[config.mk]
export PLATFORM = sky130hd
export DESIGN_NAME = ps2_rx_queue_tx_handshake_flat
export DESIGN_NICKNAME = d
export VERILOG_FILES = /design/src/rtl/ps2q_pkg.sv /design/src/rtl/ps2q_ifs.sv /design/src/rtl/ps2q_ram.sv /design/src/rtl/ps2_rx_queue_tx_handshake.sv /design/src/flat_wrapper.sv
export SDC_FILE = /design/constraint.sdc
export NUM_CORES = 1
export LEC_CHECK = 0
export ABC_AREA = 0
export BUFFER_PORTS_ARGS = -buffer_cell sky130_fd_sc_hd__clkbuf_2
export CAP_MARGIN = 40
export CORE_MARGIN = 10
export CORE_UTILIZATION = 45
export DETAILED_ROUTE_END_ITERATION = 6
export PLACE_DENSITY = 0.66
export SLEW_MARGIN = 20
export SYNTH_ARGS = -nofsm -noshare
export SYNTH_HDL_FRONTEND = slang
export SYNTH_SLANG_ARGS = --single-unit
[constraint.sdc]
create_clock -name i_clk -period 2.64 [get_ports i_clk]
set_input_delay 0.264 -clock i_clk [delete_from_list [all_inputs] [get_ports i_clk]]
set_output_delay 0.264 -clock i_clk [all_outputs]
set_load 0.02 [all_outputs]
[src/rtl/ps2q_pkg.sv]
`default_nettype none

package ps2q_pkg;

    localparam int QUEUE_SIZE_DEF = 16;
    localparam int TICKS_W        = 20;
    localparam logic [TICKS_W-1:0] TIMEOUT_RESET = 20'd100000;

    localparam int ERR_FRAMING_BIT = 0;
    localparam int ERR_PARITY_BIT  = 1;
    localparam int ERR_OVERRUN_BIT = 2;
    localparam int ERR_TIMEOUT_BIT = 3;

    typedef enum logic [2:0] {
        MODE_RX       = 3'd0,
        MODE_TX_DONE  = 3'd1,
        MODE_POP      = 3'd2,
        MODE_READ_ERR = 3'd3,
        MODE_SEND     = 3'd4,
        MODE_TICK     = 3'd5
    } t_mode;

    typedef struct packed {
        logic [2:0] mode;
        logic [7:0] data_byte;
        logic       parity_bit;
        logic       frame_error;
        logic       tx_nack;
    } t_in_item;

    typedef struct packed {
        logic [7:0] read_byte;
        logic       read_valid;
        logic       rx_avail;
        logic [3:0] error_flags;
        logic [7:0] error_byte;
        logic       tx_busy;
        logic       tx_nack_seen;
        logic       tx_parity;
        logic       send_accepted;
    } t_out_item;

endpackage

`default_nettype wire

[src/rtl/ps2q_ifs.sv]
`default_nettype none

interface ps2q_in_if import ps2q_pkg::*; ();
    logic     valid;
    logic     ready;
    t_in_item payload;

    modport source (output valid, output payload, input ready);
    modport sink   (input valid, input payload, output ready);
    modport mon    (input valid, input payload, input ready);
endinterface

interface ps2q_out_if import ps2q_pkg::*; ();
    logic      valid;
    logic      ready;
    t_out_item payload;

    modport source (output valid, output payload, input ready);
    modport sink   (input valid, input payload, output ready);
    modport mon    (input valid, input payload, input ready);
endinterface

`default_nettype wire

[src/rtl/ps2q_ram.sv]
`default_nettype none

module ps2q_ram #(
    parameter int WIDTH = 8,
    parameter int DEPTH = 16
) (
    input  wire logic                     i_clk,
    input  wire logic                     i_we,
    input  wire logic [$clog2(DEPTH)-1:0] i_waddr,
    input  wire logic [WIDTH-1:0]         i_wdata,
    input  wire logic                     i_re,
    input  wire logic [$clog2(DEPTH)-1:0] i_raddr,
    output logic      [WIDTH-1:0]         o_rdata
);

    logic [WIDTH-1:0] r_mem [DEPTH];

    always_ff @(posedge i_clk) begin
        if (i_we) begin
            r_mem[i_waddr] <= i_wdata;
        end
        if (i_re) begin
            o_rdata <= r_mem[i_raddr];
        end
    end

endmodule

`default_nettype wire

[src/rtl/ps2_rx_queue_tx_handshake.sv]
// PS/2 host-side receive queue, error flags and transmit handshake.
// Request channel i_req carries one event (rx frame, tx done, pop, read and
// clear errors, send, tick) per accepted request; response channel o_rsp
// returns exactly one status item per request, in order.
// Good frames enter a ring queue of QUEUE_SIZE slots (QUEUE_SIZE-1 usable)
// held in a RAM with registered read; bad frames set sticky flags.
// The timeout register is written through i_cfg_we/i_cfg_wdata; the user
// must do so only while idle, as the block itself does not enforce it.
// An accepted request is registered in r_in and its status then in r_out.
// Throughput: one request per cycle while o_rsp does not stall, set by the
// single pass through the update logic and the one RAM read port.
// Reset (synchronous, i_rst_n low) empties the queue, clears all flags and
// the busy state, and loads the timeout register with 100000 ticks.
// When o_rsp stalls, the response register and RAM read data hold; one more
// request is buffered in the input register, then i_req.ready drops.
`default_nettype none

module ps2_rx_queue_tx_handshake import ps2q_pkg::*; #(
    parameter int QUEUE_SIZE = QUEUE_SIZE_DEF
) (
    input  wire logic               i_clk,
    input  wire logic               i_rst_n,
    input  wire logic               i_cfg_we,
    input  wire logic [TICKS_W-1:0] i_cfg_wdata,
    ps2q_in_if.sink                 i_req,
    ps2q_out_if.source              o_rsp
);

    localparam int AW = $clog2(QUEUE_SIZE);
    localparam logic [AW-1:0] LAST_IDX = AW'(QUEUE_SIZE - 1);

    t_in_item           r_in;
    logic               r_in_valid;
    t_out_item          r_out;
    t_out_item          n_out;
    logic               r_out_valid;
    logic [TICKS_W-1:0] r_timeout_ticks;
    logic [AW-1:0]      r_head, n_head;
    logic [AW-1:0]      r_tail, n_tail;
    logic [3:0]         r_errors, n_errors;
    logic [7:0]         r_bad_byte, n_bad_byte;
    logic               r_busy, n_busy;
    logic               r_nack, n_nack;
    logic [TICKS_W-1:0] r_left, n_left;
    logic [TICKS_W-1:0] left_dec;
    logic [AW-1:0]      tail_next;
    logic [AW-1:0]      head_next;
    logic               advance;
    logic               fire;
    logic               ram_we;
    logic               ram_re;
    logic [7:0]         ram_rdata;
    logic [3:0]         flags_rep;
    logic               reported;
    logic               rx_par_ok;

    assign advance       = !r_out_valid || o_rsp.ready;
    assign fire          = r_in_valid && advance;
    assign i_req.ready   = !r_in_valid || advance;
    assign tail_next     = (r_tail == LAST_IDX) ? '0 : r_tail + 1'b1;
    assign head_next     = (r_head == LAST_IDX) ? '0 : r_head + 1'b1;
    assign left_dec      = (r_left != '0) ? r_left - 1'b1 : r_left;
    assign rx_par_ok     = (r_in.parity_bit == ~^r_in.data_byte);

    always_comb begin
        n_head     = r_head;
        n_tail     = r_tail;
        n_errors   = r_errors;
        n_bad_byte = r_bad_byte;
        n_busy     = r_busy;
        n_nack     = r_nack;
        n_left     = r_left;
        ram_we     = 1'b0;
        ram_re     = 1'b0;
        flags_rep  = r_errors;
        reported   = 1'b0;
        n_out      = '0;

        case (r_in.mode)
            MODE_RX: begin
                if (r_in.frame_error) begin
                    n_bad_byte = r_in.data_byte;
                    n_errors[ERR_FRAMING_BIT] = 1'b1;
                end else if (!rx_par_ok) begin
                    n_bad_byte = r_in.data_byte;
                    n_errors[ERR_PARITY_BIT] = 1'b1;
                end else if (tail_next == r_head) begin
                    n_errors[ERR_OVERRUN_BIT] = 1'b1;
                end else begin
                    ram_we = 1'b1;
                    n_tail = tail_next;
                end
            end
            MODE_TX_DONE: begin
                n_nack = r_in.tx_nack;
                n_busy = 1'b0;
                n_left = '0;
            end
            MODE_POP: begin
                if (r_head != r_tail) begin
                    ram_re           = 1'b1;
                    n_out.read_valid = 1'b1;
                    n_head           = head_next;
                end
            end
            MODE_READ_ERR: begin
                reported = 1'b1;
                n_errors = '0;
            end
            MODE_SEND: begin
                n_out.tx_parity = ~^r_in.data_byte;
                if (!r_busy) begin
                    n_busy              = 1'b1;
                    n_out.send_accepted = 1'b1;
                    n_left = (r_timeout_ticks != '0) ? r_timeout_ticks : TICKS_W'(1);
                end
            end
            MODE_TICK: begin
                if (r_busy) begin
                    n_left = left_dec;
                    if (left_dec == '0) begin
                        n_busy = 1'b0;
                        n_errors[ERR_TIMEOUT_BIT] = 1'b1;
                    end
                end
            end
            default: begin
            end
        endcase

        n_out.rx_avail      = (n_head != n_tail);
        n_out.error_flags   = reported ? flags_rep : n_errors;
        n_out.error_byte    = n_bad_byte;
        n_out.tx_busy       = n_busy;
        n_out.tx_nack_seen  = n_nack;
    end

    always_ff @(posedge i_clk) begin
        if (!i_rst_n) begin
            r_in_valid      <= 1'b0;
            r_out_valid     <= 1'b0;
            r_timeout_ticks <= TIMEOUT_RESET;
            r_head          <= '0;
            r_tail          <= '0;
            r_errors        <= '0;
            r_bad_byte      <= '0;
            r_busy          <= 1'b0;
            r_nack          <= 1'b0;
            r_left          <= '0;
        end else begin
            if (i_cfg_we) begin
                r_timeout_ticks <= i_cfg_wdata;
            end
            if (i_req.ready) begin
                r_in_valid <= i_req.valid;
            end
            if (advance) begin
                r_out_valid <= r_in_valid;
            end
            if (fire) begin
                r_head     <= n_head;
                r_tail     <= n_tail;
                r_errors   <= n_errors;
                r_bad_byte <= n_bad_byte;
                r_busy     <= n_busy;
                r_nack     <= n_nack;
                r_left     <= n_left;
            end
        end
    end

    always_ff @(posedge i_clk) begin
        if (i_req.ready && i_req.valid) begin
            r_in <= i_req.payload;
        end
        if (fire) begin
            r_out <= n_out;
        end
    end

    ps2q_ram #(
        .WIDTH (8),
        .DEPTH (QUEUE_SIZE)
    ) u_ram (
        .i_clk   (i_clk),
        .i_we    (fire && ram_we),
        .i_waddr (r_tail),
        .i_wdata (r_in.data_byte),
        .i_re    (fire && ram_re),
        .i_raddr (r_head),
        .o_rdata (ram_rdata)
    );

    // popped byte arrives from the RAM output register alongside r_out
    always_comb begin
        o_rsp.payload           = r_out;
        o_rsp.payload.read_byte = r_out.read_valid ? ram_rdata : 8'd0;
    end

    assign o_rsp.valid = r_out_valid;

endmodule

`default_nettype wire

[src/flat_wrapper.sv]
// flat-port wrapper written by rule: the top's interface ports become plain ports
module ps2_rx_queue_tx_handshake_flat import ps2q_pkg::*;
#(
    parameter int QUEUE_SIZE = QUEUE_SIZE_DEF
)
  (i_clk, i_rst_n, i_cfg_we, i_cfg_wdata, i_req_valid, i_req_payload, i_req_ready, o_rsp_valid, o_rsp_payload, o_rsp_ready);
  ps2q_in_if i_req_i ();
  ps2q_out_if o_rsp_i ();
  input  wire logic i_clk;
  input  wire logic i_rst_n;
  input  wire logic i_cfg_we;
  input  wire logic [TICKS_W-1:0] i_cfg_wdata;
  input wire logic [$bits(i_req_i.valid)-1:0] i_req_valid;
  input wire logic [$bits(i_req_i.payload)-1:0] i_req_payload;
  output wire logic [$bits(i_req_i.ready)-1:0] i_req_ready;
  output wire logic [$bits(o_rsp_i.valid)-1:0] o_rsp_valid;
  output wire logic [$bits(o_rsp_i.payload)-1:0] o_rsp_payload;
  input wire logic [$bits(o_rsp_i.ready)-1:0] o_rsp_ready;
  assign i_req_i.valid = i_req_valid;
  assign i_req_i.payload = i_req_payload;
  assign i_req_ready = i_req_i.ready;
  assign o_rsp_valid = o_rsp_i.valid;
  assign o_rsp_payload = o_rsp_i.payload;
  assign o_rsp_i.ready = o_rsp_ready;
  ps2_rx_queue_tx_handshake #(.QUEUE_SIZE(QUEUE_SIZE)) u_core (.i_clk(i_clk), .i_rst_n(i_rst_n), .i_cfg_we(i_cfg_we), .i_cfg_wdata(i_cfg_wdata), .i_req(i_req_i), .o_rsp(o_rsp_i));
endmodule
# After elaboration in Yosys (flattened, before gate mapping)
# Memory sizes are Yosys's and may differ from the RTL's. A register that Yosys moved wholly into a read port is not among the register bits.
# Index checks and enable logic that the tools add are counted.
[totals]
regBits = 96
word_cells = 96
n_memories = 1
mem_bits_rw = 128
out_inout_bits = 28
[op_classes]
eq_ne = 13
mux = 41
addsub = 3
n_reduce_logical = 15
[memory_table]
columns = ["name", "depth", "word_bits", "read_ports", "rd_clocked_by_memory_dff", "write_ports", "line", "rtl"]
rows = [
  ["u_core.u_ram.r_mem", 16, 8, 1, 1, 1, "ps2q_ram.sv:16", "logic [WIDTH-1:0] r_mem [DEPTH];"],
]
[op_table]
columns = ["cell", "n"]
rows = [
  ["$mux 20", 4],
  ["$pmux 20 s3", 1],
  ["$reduce_bool 20->1", 2],
  ["$mux 4", 9],
  ["$mux 8", 4],
  ["$logic_not 20->1", 1],
  ["$sub 20x1->20 const B", 1],
  ["$mux 1", 19],
  ["$add 4x1->4 const B", 2],
  ["$eq 4x4->1 const B", 2],
  ["$ne 4x4->1", 2],
  ["$reduce_xnor 8->1", 1],
  ["$eq 3x2->1 const B", 2],
  ["$eq 3x3->1 const B", 2],
  ["$pmux 3 s2", 1],
  ["$eq 4x4->1", 1],
  ["$logic_and 1x1->1", 4],
  ["$reduce_and 4->1", 1],
  ["$eq 3x1->1 const B", 1],
  ["$logic_not 3->1", 1],
  ["$pmux 1 s3", 1],
  ["$reduce_bool 3->1", 1],
  ["$logic_not 1->1", 2],
  ["$logic_or 1x1->1", 2],
  ["other kinds (5)", 5],
]

# Longest topological paths before layout
# Gate-level depths: netlist of the first run.
[depth]
word_depth = 10
depth_mapped = 10
depth_no_buf = 9

# Hierarchy
# Synthesis of the first run repeated with hierarchy kept, for this count alone.
[hier_totals]
cells_unflattened = 747
area_unflattened_um2 = 10152.2
[by_module_without_submodules]
columns = ["mod", "seq_area_each_um2", "area_per_inst_um2", "cells_each", "instances"]
rows = [
  ["ps2q_ram", 4083.9, 5227.5, 229, 1],
  ["ps2_rx_queue_tx_handshake", 2242.2, 4924.7, 518, 1],
]

# Worst setup path before layout of the first run
# No wires, ideal clock.
[synth_timing]
path_kind = "reg-to-reg"
from = "register u_core.r_in[10] (netlist bit)"
to = "memory u_core.u_ram.r_mem[5][0], enable pin"
path_slack_ps = -157
t_required_ps = 2308
path_stages_with_launch = 8
period_less_slack_ps = 2797
arrival_time_ps = 2465
cell_sequence = "edfxtp_1 -> xnor2_1 -> xnor2_1 -> xnor3_1 -> a211oi_4 -> nand2_4 -> nor3b_2 -> and2_1"
[synth_between]
elab_chain_cells = 8
[synth_lines]
columns = ["item", "line", "rtl"]
rows = [
  ["from (decl)", "ps2_rx_queue_tx_handshake.sv:32", "t_in_item r_in;"],
  ["from (signal assigned)", "ps2_rx_queue_tx_handshake.sv:174", "r_in <= i_req.payload;"],
  ["$reduce_xnor 8->1", "ps2_rx_queue_tx_handshake.sv:63", "assign rx_par_ok = (r_in.parity_bit == ~^r_in.data_byte);"],
  ["$eq 1x1->1", "ps2_rx_queue_tx_handshake.sv:63", ""],
  ["$mux 1", "ps2_rx_queue_tx_handshake.sv:84", "end else if (!rx_par_ok) begin"],
  ["$mux 1", "ps2_rx_queue_tx_handshake.sv:81", "if (r_in.frame_error) begin"],
  ["$mux 1", "ps2_rx_queue_tx_handshake.sv:79", "case (r_in.mode)"],
  ["$logic_and 1x1->1", "ps2_rx_queue_tx_handshake.sv:186", ".i_we (fire && ram_we),"],
  ["$mux 1", "ps2q_ram.sv:19", "if (i_we) begin"],
  ["$mux 1 (not written as such)", "ps2q_ram.sv:20", "r_mem[i_waddr] <= i_wdata;"],
  ["to (decl)", "ps2q_ram.sv:16", ""],
]
# No other way between the ends.

# Final worst setup path of the first run
[layout_timing]
from = "register u_core.r_left[1]"
to = "register u_core.r_errors[3] (netlist: u_core.flags_rep[3])"
[layout_between]
elab_chain_cells = 6
elab_cells_between_ends = 7
cone_classes = "add/sub: 1; mux: 4; reduce/logical: 2"
[layout_lines]
columns = ["item", "line", "rtl"]
rows = [
  ["from (decl)", "ps2_rx_queue_tx_handshake.sv:44", "logic [TICKS_W-1:0] r_left, n_left;"],
  ["from (signal assigned)", "ps2_rx_queue_tx_handshake.sv:167", "r_left <= n_left;"],
  ["$sub 20x1->20 / $reduce_bool 20->1 (equally long branches)", "ps2_rx_queue_tx_handshake.sv:62", "assign left_dec = (r_left != '0) ? r_left - 1'b1 : r_left;"],
  ["$mux 20 (*)", "ps2_rx_queue_tx_handshake.sv:62", ""],
  ["$logic_not 20->1 (*)", "ps2_rx_queue_tx_handshake.sv:121", "if (left_dec == '0) begin"],
  ["$mux 1 (*)", "ps2_rx_queue_tx_handshake.sv:121", ""],
  ["$mux 1 (*)", "ps2_rx_queue_tx_handshake.sv:119", "if (r_busy) begin"],
  ["$pmux 1 s2 (*)", "ps2_rx_queue_tx_handshake.sv:79", ""],
  ["to (signal assigned)", "ps2_rx_queue_tx_handshake.sv:163", "r_errors <= n_errors;"],
  ["to (decl)", "ps2_rx_queue_tx_handshake.sv:40", "logic [3:0] r_errors, n_errors;"],
]
# Every way passes the cells marked *; elsewhere a longest branch is shown, timed or not.
# A chain may end at the register's enable or synchronous reset.

==> flow_metrics.tcl, run 1 <==
set metrics [dict create \
    wl_met3_um 1870 \
    first_pass_iters 5 \
    fp.dieH_um 171.1 \
    fmax_mhz 397.2 \
    cp-end-kind "flip-flop" \
    wl_met1_um 11280 \
    pin_count 67 \
    clkPwrFrac 0.398 \
    io_buffer_count 66 \
    synth-seq-cells 232 \
    fin_area_um2 12330 \
    crit_type "flip-flop to flip-flop" \
    fp.dieW_um 171.1 \
    cts_tree "done" \
    drt_iter0_markers 657 \
    finalHoldViolCount 0 \
    grt_pass1_vias 6560 \
    p_switching_mw 1.939 \
    arrival_ns 2.92 \
    seqPwrFrac 0.496 \
    topRoutingLayerUsed "met4" \
    rsz0062_at_grt "true" \
    routed_via_density 5.648 \
    ys_seq_area_frac 0.6161 \
    grt_usage 0.1659 \
    path_max_fanout 7 \
    dieArea_um2 29260 \
    ant_nets 0 \
    syn_inst 755 \
    h-tree-depth 1 \
    synthToLayoutAreaGrowth_pct 20.04 \
    clock_path_buffers 3 \
    synthFlopType "edfxtp_1" \
    ys_warn_count 0 \
    hold_path_class "primary input to flip-flop" \
    clock_skew_ns 0.01820 \
    critPathRequiredTime_ns 3.05 \
    finalMaxSlewViolations 0 \
    start_util 0.4549 \
    syn-num-nets 801 \
    cts_buffers 23 \
    grt_max_degree 41 \
    power_density_nw_per_um2 661.1 \
    root_buffer "clkbuf_16" \
    routedWlPerCell_um 20.70 \
    netlist_area_um2 10270 \
    fillers 1791 \
    dr_wl_met2_um 11000 \
    setup_viol 0 \
    dr_total_vias 6698 \
    worstMarginPinSlew_ns 0.7637 \
    gp_congestion 0.8928 \
    place_hpwl_um 16760 \
    row_count 55 \
    layout-drive-gt1-share 0.2741 \
    clkTransAtPathRegs_ns 0.06 \
    vdd_ir_drop_max_mv 0.4977 \
    syn_avg_cell_area_um2 13.60 \
    ff2ff_path_depth 8 \
    worstSkewPairLatency_ns 0.53 \
    min_period_ns 2.517 \
    synth-edff-count 168 \
    async_reset_ff_frac 0 \
    netlist-cell-type-count 73 \
    finalWirelength_um 24550 \
    whs_ns 0.01472 \
    status "finished clean" \
    drc 0 \
    placed_area_um2 11200 \
    final_nets 930 \
    fin_crit_sh 0.9536 \
    gr-total-overflow 0 \
    p_sw_frac 0.2380 \
    maxCapViolCount 0 \
    slew_headroom 0.4908 \
    n_antenna_cell 0 \
    grt_pass1_wl_um 37850 \
    comb_power_share 0.106 \
    cts_sinks 232 \
    p_int_mw 6.210 \
    core_um2 22570 \
    antenna_found_initial 0 \
    leakage_nw 4.446 \
    setup.worst_path.start_class "flip-flop" \
    min_path_cells 3 \
]
[cell families after synthesis]
| logic type | Yosys count | synth area share |
|---|---|---|
| AO/OA/AOI/OAI | 117 | 0.07811 |
| XOR/XNOR | 26 | 0.02352 |
| adder cells (fa/ha/maj) | 7 | 0.008529 |
| buffers and inverters | 59 | 0.02632 |
| flip-flops | 232 | 0.6161 |
| multiplexers | 77 | 0.1250 |
| AND/OR/NAND/NOR | 237 | 0.1225 |
[registers in the layout (all words and copies together), names as in the netlist]
signal,cells
u_core.u_ram.r_mem,128
u_core.r_left,20
u_core.r_timeout_ticks,20
u_core.o_rsp.payload,18
u_core.r_in,14
u_core.r_bad_byte,8
u_core.u_ram.o_rdata,8
u_core.flags_rep,4
u_core.r_head,4
u_core.r_tail,4
u_core.o_rsp.valid,1
u_core.r_busy,1
u_core.r_in_valid,1
u_core.r_nack,1
[layer usage]
| metal | up-vias | GRT usage |
|---|---|---|
| li1 | 3140 | - |
| met1 | 3259 | 0.2419 |
| met2 | 268 | 0.2468 |
| met3 | 31 | 0.03802 |
| met4 | 0 | 0.03629 |
| met5 | - | 0 |
[final cells by class]
cell class	instances	area (µm²)	area share
clock buffers	29	608.1	0.04933
clock inverters	13	141.4	0.01147
multi-input cells	464	3745	0.3038
well taps	285	356.6	0.02893
flip-flops and latches	232	6329	0.5134
inverters	10	37.54	0.003045
repair buffers	153	1110	0.09003
[critical path: stages, from the launching register on]
cell and delay [ns]:
dfxtp_1 0.31, buf_4 0.15, or4_4 0.56, or4_4 0.46, o2bb2ai_1 0.15, a31oi_1 0.29, o21bai_1 0.20, o41ai_1 0.12
and3_1 0.18
[repair_timing]
item,CTS,global route
hold buffers,34,0
resized for setup,0,11
buffers inserted,0,1
setup endpoints to repair,0,61
hold endpoints to repair,34,0
[power by group through the flow]
stage	Combinational (mW)	Sequential [mW]	Clock [mW]
global placement	0.799	4.12	0
floorplan	0.500	4.13	0
CTS	0.848	4.04	3.31
finish	0.861	4.04	3.25
detailed placement	0.801	4.12	0
global route	0.936	4.05	3.46
[worst paths after layout]
path,from,endpoint,slack [ns]
setup / recovery,u_core.r_left[1],u_core.flags_rep[3],0.12
setup reg to reg,u_core.r_left[1],u_core.flags_rep[3],0.12
hold reg to reg,u_core.r_timeout_ticks[6],u_core.r_left[6],0.50
hold / removal,i_cfg_wdata[3],u_core.r_timeout_ticks[3],0.01
[cell usage after synthesis, types with 7 or more instances]
cell,instances,share of area
xnor2_1,14,0.012
ha_1,7,0.0085
mux2_2,10,0.011
mux2i_1,27,0.026
and2_1,30,0.018
nand4_1,7,0.0043
a21oi_1,11,0.0054
nand2_1,35,0.013
a22oi_1,15,0.011
nor3_1,14,0.0068
clkbuf_1,33,0.012
o21ai_0,40,0.019
edfxtp_1,168,0.49
buf_2,9,0.0044
a211oi_1,7,0.0051
mux4_2,40,0.088
nor4_1,14,0.0085
inv_1,8,0.0029
dfxtp_1,64,0.12
xor2_1,11,0.0094
nor2_1,87,0.032
or3_1,7,0.0043
[cell usage in the layout, fill, tap and decap left out, types with 4 or more instances in the layout]
cell type	n
or3_1	7
buf_4	49
dlygate4sd3_1	34
inv_1	8
nor3_2	4
xnor2_1	14
clkinv_1	4
clkbuf_2	66
ha_1	7
clkbuf_1	5
xor2_1	11
a22oi_1	15
mux4_2	40
and2_4	9
nand2b_1	5
nor4_1	14
nor2_1	84
mux2i_1	26
o31ai_1	4
edfxtp_1	168
nand3_1	6
clkbuf_16	23
mux2_2	10
a311oi_1	4
dfxtp_1	62
nand2_1	35
and2_1	15
and2_2	6
a21oi_1	11
a211oi_1	7
nor3_1	12
nand4_1	7
o21ai_0	40
[stage by stage]
stage	setup TNS, ns	utilization	instances	setup WS (ns)	power [mW]
2_1_floorplan	-7.479	-	755	-0.09550	4.627
3_3_place_gp	0	0.4962	1109	0.09541	4.914
3_5_place_dp	0	0.4962	1109	0.04198	4.919
4_1_cts	0	0.5445	1185	0.01476	8.197
5_1_grt	-0.09617	0.5461	1186	-0.01379	8.444
6_report	0	0.5461	1186	0.1226	8.149
Note: power is estimated with default switching activity, not from simulation.
==> run 2, diff against run 1 <==
--- a/config.mk
+++ b/config.mk
@@ -11,7 +11,7 @@
 export CORE_MARGIN = 10
 export CORE_UTILIZATION = 45
 export DETAILED_ROUTE_END_ITERATION = 6
-export PLACE_DENSITY = 0.66
+export PLACE_DENSITY = 0.71
 export SLEW_MARGIN = 20
 export SYNTH_ARGS = -nofsm -noshare
 export SYNTH_HDL_FRONTEND = slang
==> constraint.sdc (replaced) <==
create_clock -name i_clk -period 2.9 [get_ports i_clk]
set_input_delay 0.29 -clock i_clk [delete_from_list [all_inputs] [get_ports i_clk]]
set_output_delay 0.29 -clock i_clk [all_outputs]
set_load 0.02 [all_outputs]
==> flow_metrics.tcl, run 2 (synthesis results as in run 1) <==
set metrics [dict create \
    fin_crit_sh 0.9247 \
    core_um2 22570 \
    clkTransAtPathRegs_ns 0.06 \
    synthToLayoutAreaGrowth_pct 18.62 \
    cp-end-kind "flip-flop" \
    finalMaxSlewViolations 0 \
    grt_max_degree 46 \
    antenna_found_initial 0 \
    dr_total_vias 6577 \
    layout-drive-gt1-share 0.2472 \
    power_density_nw_per_um2 617.5 \
    clock_path_buffers 3 \
    grt_pass1_vias 6708 \
    cts_tree "done" \
    pin_count 67 \
    row_count 55 \
    hold_path_class "primary input to flip-flop" \
    dieArea_um2 29260 \
    grt_pass1_wl_um 37650 \
    status "finished clean" \
    top_regs "u_core.u_ram.r_mem x128, u_core.r_left x20, u_core.r_timeout_ticks x20" \
    leakage_nw 4.393 \
    h-tree-depth 1 \
    worstMarginPinSlew_ns 0.7572 \
    largest-register "u_core.u_ram.r_mem" \
    worstSkewPairLatency_ns 0.53 \
    grt_usage 0.1614 \
    setup.worst_path.start_class "flip-flop" \
    ant_nets 0 \
    path_max_fanout 9 \
    largest_reg_flops 128 \
    first_pass_iters 6 \
    drc 0 \
    maxCapViolCount 0 \
    regArea_um2 6327 \
    fin_util 0.5396 \
    critical_path.cell_chain "inv_1 > ha_1 > xnor2_1 > nand2_1 > nor2_1 > a211oi_4 > buf_4 > mux2i_1 > xor2_1 > nand4b_1" \
    slew_headroom 0.4952 \
    start_util 0.4549 \
    final_nets 914 \
    final_cell_mix "edfxtp_1, nor2_1, clkbuf_2, dfxtp_1" \
    finalHoldViolCount 0 \
    multi_input_area_um2 3712 \
    critPathRequiredTime_ns 3.15 \
    arrival_ns 2.93 \
    instances_no_fill 1171 \
    place_hpwl_um 16070 \
    cts_setup_buffers 0 \
    min_period_ns 2.682 \
    routedWlPerCell_um 20.16 \
    fmax_mhz 372.9 \
    drt_iter0_markers 511 \
    routed_via_density 5.617 \
    mostFrequentLayoutCell "edfxtp_1" \
    setup_viol 0 \
    fp.dieW_um 171.1 \
    cts_sinks 232 \
    fillers 1811 \
    clock_skew_ns 0.01127 \
    root_buffer "clkbuf_16" \
    finalWirelength_um 23610 \
    io_buffer_count 66 \
    gp_congestion 0.9103 \
    gr-total-overflow 0 \
    crit_path_max_incr_delay_ns 0.51 \
    crit_type "flip-flop to flip-flop" \
    n_antenna_cell 0 \
    fp.dieH_um 171.1 \
    cts_buffers 25 \
    place_inst 1094 \
    vdd_ir_drop_max_mv 0.4653 \
    crit_path_top_delay_cell "dfxtp_1" \
]
==> run 2: timing repair <==
item,in CTS,in global routing
resized for setup,0,10
hold endpoints to repair,31,0
endpoints found under the setup margin,0,51
hold buffers,31,0
==> run 2: per-layer routing <==
metal,global-route usage,vias up,routed length [µm]
li1,-,3104,-
met5,0,-,0
met4,0.04083,0,447
met1,0.2226,3212,10710
met2,0.2512,223,10800
met3,0.03802,38,1647
==> run 2: final cells by class <==
type                            count  area share
Tap cell                          285     0.02928
Clock buffer                       32     0.05526
Multi-Input combinational cell    464      0.3048
Timing Repair Buffer              135     0.07766
Clock inverter                     13     0.01048
Inverter                           10    0.003082
Sequential cell                   232      0.5195
==> run 2: where the power goes <==
group          internal [mW]  total, mW  switching, mW  leakage (nW)
Clock                   1.83       3.10           1.28         0.394
Combinational          0.312      0.734          0.422          1.95
Sequential              3.62       3.68         0.0608          2.05
Total                   5.76       7.52           1.76          4.39
==> run 2: per-stage QoR <==
step	setup TNS, ns	worst slack [ns]	instance area [µm²]	total power, mW	hold slack [ns]
2_1_floorplan	0	0.1031	10270	4.210	0.3889
3_3_place_gp	0	0.2773	11010	4.432	0.4672
3_5_place_dp	0	0.1898	11010	4.436	0.4691
6_report	0	0.2183	12180	7.521	0.02078
4_1_cts	0	0.1679	12120	7.558	0.00007028
5_1_grt	-0.02548	-0.02548	12180	7.781	0.03360
==> run 2: worst max-delay path: cells and delay by family (launching register included) <==
family,cells,cell delay [ns]
DFF,1,0.51
adders and majority gates,1,0.37
xor gates and xnor gates,2,0.33
buffers and inverters,2,0.33
and+or+nand+nor,3,0.30
muxes,1,0.30
AOI/OAI and AO/OA,1,0.26
==> run 2: final timing paths <==
check,startpoint,end,slack (ns),cells past startpoint
hold / removal,i_cfg_wdata[14],u_core.r_timeout_ticks[14],0.02,3
setup / recovery,u_core.r_tail[0],u_core.o_rsp.payload[16],0.22,10
hold reg to reg,u_core.flags_rep[2],u_core.flags_rep[2],0.49,2
setup reg to reg,u_core.r_tail[0],u_core.o_rsp.payload[16],0.22,10
